## config.mk

```make
export PLATFORM = sky130hd
export DESIGN_NAME = two_class_priority_queue_top
export DESIGN_NICKNAME = d
export VERILOG_FILES = /design/src/rtl/core/tcpq_pkg.sv /design/src/rtl/core/tcpq_cell.sv /design/src/rtl/core/two_class_priority_queue_top.sv
export SDC_FILE = /design/constraint.sdc
export NUM_CORES = 2
export LEC_CHECK = 0
export BUFFER_PORTS_ARGS = -buffer_cell sky130_fd_sc_hd__buf_2
export CORE_MARGIN = 2
export CORE_UTILIZATION = 35
export DETAILED_ROUTE_END_ITERATION = 8
export PLACE_DENSITY_LB_ADDON = 0.12
export SLEW_MARGIN = 30
export SYNTH_ARGS = -nofsm -noshare
export SYNTH_HDL_FRONTEND = slang
export SYNTH_SLANG_ARGS = --single-unit
```

## constraint.sdc

```tcl
create_clock -name aclk -period 5.4 [get_ports aclk]
set_clock_uncertainty 0.2 [all_clocks]
set_input_delay 0.54 -clock aclk [delete_from_list [all_inputs] [get_ports aclk]]
set_output_delay 0.54 -clock aclk [all_outputs]
set_load 0.03 [all_outputs]
```

## src/rtl/core/tcpq_pkg.sv

```systemverilog
// Shared types and constants for the two-class priority ticket queue.
// Used by tcpq_cell and two_class_priority_queue_top; depends on nothing.
package tcpq_pkg;

    localparam int TICKET_W = 16;
    localparam int AGE_W    = 7;
    localparam int OCC_W    = 5;
    localparam int KIND_W   = 2;
    localparam int STATUS_W = 2;
    localparam int IN_W     = 24;
    localparam int OUT_W    = 24;

    localparam logic [AGE_W-1:0] AGE_THRESHOLD_RESET = 7'd60;

    typedef enum logic [KIND_W-1:0] {
        KIND_ENQ     = 2'd0,
        KIND_DEQ     = 2'd1,
        KIND_REMOVE  = 2'd2,
        KIND_PROMOTE = 2'd3
    } kind_t;

    typedef enum logic [STATUS_W-1:0] {
        STATUS_OK        = 2'd0,
        STATUS_EMPTY     = 2'd1,
        STATUS_FULL      = 2'd2,
        STATUS_NOT_FOUND = 2'd3
    } status_t;

    // One queue entry: ticket in the low bits, then priority, then emergency
    typedef struct packed {
        logic                emg;
        logic                pri;
        logic [TICKET_W-1:0] ticket;
    } entry_t;

    // Operation broadcast to every cell
    typedef struct packed {
        logic   do_enq;
        logic   do_del;
        logic   do_pro;
        logic   deq_mode;
        logic   pri_new;
        entry_t new_entry;
    } ctrl_t;

    // Flags and selected entry passed from cell to cell, head toward tail
    typedef struct packed {
        logic   hit_upto;
        logic   ins_shift;
        logic   pro_range;
        entry_t sel;
    } link_t;

endpackage

```

## src/rtl/core/tcpq_cell.sv

```systemverilog
// One queue slot of the priority ticket queue chain.
// Depends on tcpq_pkg for the entry, control and link types.
module tcpq_cell
    import tcpq_pkg::*;
#(
    parameter int IDX = 0,
    parameter int CW  = 5
) (
    input  logic          aclk,
    input  ctrl_t         ctrl,
    input  logic [CW-1:0] count,
    input  logic          found,
    input  entry_t        pro_entry,
    input  entry_t        prev_entry,
    input  entry_t        next_entry,
    input  link_t         link_in,
    output link_t         link_out,
    output entry_t        entry
);

    entry_t entry_reg;
    entry_t entry_next;
    logic   valid;
    logic   pri_valid;
    logic   match;
    logic   first_hit;

    // Slot occupancy and local compare
    assign valid     = CW'(IDX) < count;
    assign pri_valid = valid & entry_reg.pri;
    assign match     = valid & (ctrl.deq_mode ? (IDX == 0)
                                              : (entry_reg.ticket == ctrl.new_entry.ticket));
    assign first_hit = match & ~link_in.hit_upto;

    // Hand flags and the first matching entry toward the tail
    always_comb begin
        link_out.hit_upto  = link_in.hit_upto | match;
        link_out.ins_shift = ~(valid & (ctrl.pri_new ? entry_reg.pri : 1'b1));
        link_out.pro_range = ~pri_valid & ~link_in.hit_upto;
        link_out.sel       = first_hit ? entry_reg : link_in.sel;
    end

    // Insert, close a gap or re-partition locally
    always_comb begin
        entry_next = entry_reg;
        if (ctrl.do_enq && link_out.ins_shift) begin
            entry_next = link_in.ins_shift ? prev_entry : ctrl.new_entry;
        end else if (ctrl.do_del && found && link_out.hit_upto) begin
            entry_next = next_entry;
        end else if (ctrl.do_pro && found) begin
            if (link_out.pro_range) begin
                entry_next = link_in.pro_range ? prev_entry : pro_entry;
            end else if (first_hit) begin
                entry_next.pri = 1'b1;
                entry_next.emg = 1'b1;
            end
        end
    end

    always_ff @(posedge aclk) begin
        entry_reg <= entry_next;
    end

    assign entry = entry_reg;

endmodule

```

## src/rtl/core/two_class_priority_queue_top.sv

```systemverilog
// Top level of the two-class priority ticket queue: cell chain, entry count,
// threshold register and result register. Depends on tcpq_pkg and tcpq_cell.
//
// The queue holds up to CAPACITY tickets in a row of cells; priority entries
// always sit ahead of ordinary ones and each class stays in arrival order.
// Every operation (enqueue, dequeue, remove, emergency promote) completes at
// once: all cells compare against the ticket and shift one slot toward or away
// from their neighbor, so one item is taken per cycle unless the result output
// stalls, and its result appears in the output register on the next cycle. The
// cycle time grows with CAPACITY, since the first-match and insert flags ripple
// through the whole chain. Entry contents are undefined after reset and need no
// clearing pass; the entry count, result valid flag and threshold are reset. The
// age threshold may be written only while no operation is pending.
module two_class_priority_queue_top
    import tcpq_pkg::*;
#(
    parameter int CAPACITY = 16
) (
    input  logic                aclk,
    input  logic                aresetn,
    // age threshold write channel
    input  logic                cfg_valid,
    output logic                cfg_ready,
    input  logic [AGE_W-1:0]    cfg_data,
    // operation stream
    input  logic                s_tvalid,
    output logic                s_tready,
    input  logic [IN_W-1:0]     s_tdata,   // age[6:0], health_worker[7], ticket[23:8]
    input  logic [KIND_W-1:0]   s_tuser,   // kind[1:0]
    // result stream
    output logic                m_tvalid,
    input  logic                m_tready,
    output logic [OUT_W-1:0]    m_tdata,   // out_ticket[15:0], out_priority[16],
                                           // out_emergency[17], occupancy[22:18], zero[23]
    output logic [STATUS_W-1:0] m_tuser    // status[1:0]
);

    localparam int CW = $clog2(CAPACITY + 1);

    logic [CW-1:0]       count_reg;
    logic [CW-1:0]       count_next;
    logic [AGE_W-1:0]    thr_reg;
    logic                m_valid_reg;
    status_t             status_reg;
    status_t             status_next;
    entry_t              ret_reg;
    entry_t              ret_next;
    logic [OCC_W-1:0]    occ_reg;

    logic                accept;
    kind_t               in_kind;
    logic [AGE_W-1:0]    in_age;
    logic                in_hw;
    logic [TICKET_W-1:0] in_ticket;
    logic                full;
    logic                found;
    ctrl_t               ctrl;
    entry_t              pro_entry;

    link_t               link [0:CAPACITY];
    entry_t              cell_entry [0:CAPACITY-1];

    // Unpack the input transfer
    assign in_kind   = kind_t'(s_tuser);
    assign in_age    = s_tdata[6:0];
    assign in_hw     = s_tdata[7];
    assign in_ticket = s_tdata[23:8];

    assign s_tready  = ~m_valid_reg | m_tready;
    assign accept    = s_tvalid & s_tready;
    assign cfg_ready = 1'b1;

    assign full  = count_reg == CW'(CAPACITY);
    assign found = link[CAPACITY].hit_upto;

    // Broadcast the operation to the cells
    always_comb begin
        ctrl.do_enq              = accept & (in_kind == KIND_ENQ) & ~full;
        ctrl.do_del              = accept & ((in_kind == KIND_DEQ) || (in_kind == KIND_REMOVE));
        ctrl.do_pro              = accept & (in_kind == KIND_PROMOTE);
        ctrl.deq_mode            = in_kind == KIND_DEQ;
        ctrl.pri_new             = (in_age >= thr_reg) | in_hw;
        ctrl.new_entry.emg       = 1'b0;
        ctrl.new_entry.pri       = (in_age >= thr_reg) | in_hw;
        ctrl.new_entry.ticket    = in_ticket;
    end

    always_comb begin
        pro_entry     = link[CAPACITY].sel;
        pro_entry.pri = 1'b1;
        pro_entry.emg = 1'b1;
    end

    assign link[0] = '0;

    // Cell chain, head at index 0
    for (genvar i = 0; i < CAPACITY; i++) begin : g_cell
        entry_t prev_e;
        entry_t next_e;
        if (i == 0) begin : g_head
            assign prev_e = '0;
        end else begin : g_body
            assign prev_e = cell_entry[i-1];
        end
        if (i == CAPACITY - 1) begin : g_tail
            assign next_e = cell_entry[i];
        end else begin : g_mid
            assign next_e = cell_entry[i+1];
        end
        tcpq_cell #(
            .IDX (i),
            .CW  (CW)
        ) u_cell (
            .aclk       (aclk),
            .ctrl       (ctrl),
            .count      (count_reg),
            .found      (found),
            .pro_entry  (pro_entry),
            .prev_entry (prev_e),
            .next_entry (next_e),
            .link_in    (link[i]),
            .link_out   (link[i+1]),
            .entry      (cell_entry[i])
        );
    end

    // Result and new count
    always_comb begin
        status_next = STATUS_OK;
        ret_next    = '0;
        count_next  = count_reg;
        case (in_kind)
            KIND_ENQ: begin
                if (full) begin
                    status_next = STATUS_FULL;
                end else begin
                    count_next = count_reg + CW'(1);
                end
            end
            KIND_DEQ, KIND_REMOVE: begin
                if (!found) begin
                    status_next = (in_kind == KIND_DEQ) ? STATUS_EMPTY : STATUS_NOT_FOUND;
                end else begin
                    ret_next   = link[CAPACITY].sel;
                    count_next = count_reg - CW'(1);
                end
            end
            KIND_PROMOTE: begin
                if (!found) begin
                    status_next = STATUS_NOT_FOUND;
                end
            end
            default: begin
                status_next = STATUS_OK;
            end
        endcase
    end

    // Control registers
    always_ff @(posedge aclk) begin
        if (!aresetn) begin
            count_reg   <= '0;
            thr_reg     <= AGE_THRESHOLD_RESET;
            m_valid_reg <= 1'b0;
        end else begin
            if (cfg_valid && cfg_ready) begin
                thr_reg <= cfg_data;
            end
            if (accept) begin
                count_reg   <= count_next;
                m_valid_reg <= 1'b1;
            end else if (m_tready) begin
                m_valid_reg <= 1'b0;
            end
        end
    end

    // Hold the result until its transfer
    always_ff @(posedge aclk) begin
        if (accept) begin
            status_reg <= status_next;
            ret_reg    <= ret_next;
            occ_reg    <= OCC_W'(count_next);
        end
    end

    assign m_tvalid = m_valid_reg;
    assign m_tuser  = status_reg;
    assign m_tdata  = {1'b0, occ_reg, ret_reg.emg, ret_reg.pri, ret_reg.ticket};

    // Checks
    a_count_bound: assert property (@(posedge aclk) disable iff (!aresetn)
        count_reg <= CW'(CAPACITY))
        else $error("entry count above capacity");

    a_enq_grows: assert property (@(posedge aclk) disable iff (!aresetn)
        accept && in_kind == KIND_ENQ && !full |=> count_reg == $past(count_reg) + CW'(1))
        else $error("enqueue did not add one entry");

    a_full_holds: assert property (@(posedge aclk) disable iff (!aresetn)
        accept && in_kind == KIND_ENQ && full |=> m_tuser == STATUS_FULL && $stable(count_reg))
        else $error("enqueue on full queue changed state");

    a_deq_empty: assert property (@(posedge aclk) disable iff (!aresetn)
        accept && in_kind == KIND_DEQ && count_reg == '0 |=> m_tvalid && m_tuser == STATUS_EMPTY)
        else $error("dequeue on empty queue not flagged");

endmodule
```

==> metrics <==
Area growth syn-to-layout 19.0%; metal2 WL roughly 74000 um; Iter 0 DRT Violations approximately 5700; CP dominant cell by count buf_4; storage element area 9650 sq um; hold crit path type input pin to flop; top-area cell type share of the netlist area approximately a third; Vias roughly 33000; Crit-path slowest cell nor3_2; Mapped Nets about 3500; WP data arrival 5.57 ns; largest net degree at the start of global routing 36; die area approximately 82000 sq um; CP max FO 16; Seq cells post-synth 326; VDD IR max 0.254 mV; R2R setup slack ~0.064 ns; CTS tree done; sum of buffers and inverters on the critical path 4; P_leak between 10 and 15 nW; Synth cell types 112; minimum clock period about 5.3 ns; Max Fclk about 190 MHz; Ys Warns 0; Final Hold Viols 0; RSZ-0062 raised after global routing no; Hold Crit Depth 3; routed wire length 185000 um; max reg flops roughly 290; footprint of the multi-input gates 17000 sq um; Tot Pwr about 8.4 mW; drt pass-1 iters 6; Mapped Avg Cell Area 8.24 sq um; wl on met1 71200 um; H-tree depth 2; Die W approximately 290 um; Max-Cap Viols 0; top cells by area, synth edfxtp_1, nand2_1, a21oi_1; num ports 67; worst rel slew slack between 20% and 30%; WHS Endpoint thr_reg[1]; drc violations 0; total CTS buffers 44; Post-synth EDFFs 312; Critical Path Max Stage Delay 0.57 ns; Vias/cell roughly 7; Post-Syn Area 28000 sq um; top routing layer in use met5; PortBufs 64; Die Y-Extent ~290 um; CP required around 5.6 ns; Core Region 79100 sq um; worst-skew pair later-pin latency roughly 0.60 ns; post-synth top area cell edfxtp_1; Pwr Density about 250 nW/um^2; global route overflow 0; gr usage total 43.6%; share of flip-flops with an asynchronous set or reset 0%; final antenna-violating net count 0; period utilisation layout around 99%; status complete, no violations; Main synth FF type edfxtp_1; cells along the critical path xnor2_1 -> nand4_1 -> nor3_1 -> buf_4 -> and2_1 -> buf_4 -> nor3_2 -> nand3_2 -> or3_1 -> buf_12 -> nand3_1 -> buf_4 -> nor2_1 -> o21ai_0 -> o21ai_1 -> a21oi_1; most frequent cell after synthesis nand2_1; Reg2Reg Capture Point g_cell[5].u_cell.entry[4]; global-route wire length before repair between 200000 and 300000 um; WL per Instance 39.1 um; max-slew violation count 0; Reg clk slew, reported paths roughly 0.06 ns; metal3 WL 26800 um; register area share after synthesis between 30% and 40%; Reg2Reg Depth 16; FP Rows 103; WS Path Type flop to flop; initial antenna violation count 8; HPWL after DPL 137000 um; CTS max path bufs 3; Final Util a little over two fifths; share of cells above drive strength 1 between 10% and 20%; final setup fails 0; nets@finish about 3700; Startpoint Class flop; vias in the first global route slightly above 30000; GPL Wtd Cong between 1 and 1.5; Fill cells around 8100; Starting Density 35.4%; Worst-Margin Slew approximately 1.1 ns; synthesized netlist cell count roughly 3400; CTS sink cnt approximately 330; Hold Startpoint cfg_data[1]; critical path's top delay family simple AND/OR/NAND/NOR gates; top post-synthesis cells by count nand2_1, edfxtp_1, nor2_1; reg2reg start g_cell[4].u_cell.entry[7]; Root Driver clkbuf_16; Crit. End Element flop
==> cell usage in the layout, fill, tap and decap left out, types with 62 or more instances in the layout <==
cell,synthesis,routed
nor2_1,287,282
buf_2,65,64
nand3_1,182,182
nor3_1,108,107
o22ai_1,62,62
o21ai_0,251,230
xnor2_1,117,117
xor2_1,145,144
buf_4,19,356
nand2_1,445,445
mux2i_1,130,130
a21oi_1,266,266
edfxtp_1,312,312
==> area by class of cell <==
cell class	instances	share of cell area (%)
repair buffers	461	11.3
flip-flops and latches	326	28.9
diodes	6	0.0450
well taps	1050	3.94
multi-input cells	2754	51.0
clock buffers	63	3.70
clock inverters	16	0.409
inverters	61	0.686
==> metal layers <==
metal  GRT usage [%]  vias up
li1                -    13300
met1            57.8    16100
met2            61.5     2970
met3            14.8      640
met4            24.2        8
met5           0.640        -
==> worst min-delay path: cells and delay by family <==
family	cells	cell delay, ns
simple gates	1	0.10
buf+inv	1	0.08
mux	1	0.06
==> stage by stage <==
step                cell area [sq um]  setup WS, ns  setup TNS (ns)  std cells  hold WS, ns
floorplan                       28000         0.293               0       3402        0.259
global placement                31900        -0.449           -1.40       4646        0.277
detailed placement              31900        -0.470           -3.51       4646        0.294
CTS                             33300        0.0455               0       4731      0.00462
global route                    33300        0.0694               0       4731       0.0416
finish                          33400        0.0637               0       4737       0.0285
==> cell families after synthesis <==
kind of cell    synth area share (%)
mux                             5.74
xor+xnor                        8.19
flops                           34.4
fa+ha+maj                      0.669
simple gates                    22.4
other cells                   0.0268
compound gates                  23.3
buf+inv                         5.25
==> power by group <==
group,leakage [nW],switching (mW),internal [mW]
sequential,3.01,0.337,2.99
clock,0.669,1.28,1.68
combinational,9.35,1.41,0.718
total,13.0,3.03,5.39
==> worst max-delay path by stage <==
stage / start / to / slack [ns] / cells past startpoint
global route: count_reg[4] / g_cell[5].u_cell.entry[4] / 0.07 / 15
global placement: s_tdata[16] / g_cell[5].u_cell.entry[4] / -0.45 / 16
finish: g_cell[4].u_cell.entry[7] / g_cell[5].u_cell.entry[4] / 0.06 / 16
CTS: count_reg[1] / g_cell[4].u_cell.entry[5] / 0.05 / 15
floorplan: s_tdata[12] / g_cell[0].u_cell.entry[0] / 0.29 / 14
detailed placement: s_tdata[16] / g_cell[5].u_cell.entry[4] / -0.47 / 16
==> timing repair <==
action / in CTS / in global routing
setup endpoints to repair: 1 / 52
hold buffers: 6 / 0
resized for setup: 1 / 5
buffers inserted: 0 / 0
endpoints found under the hold margin: 6 / 0
Note: power is estimated with default switching activity, not from simulation.
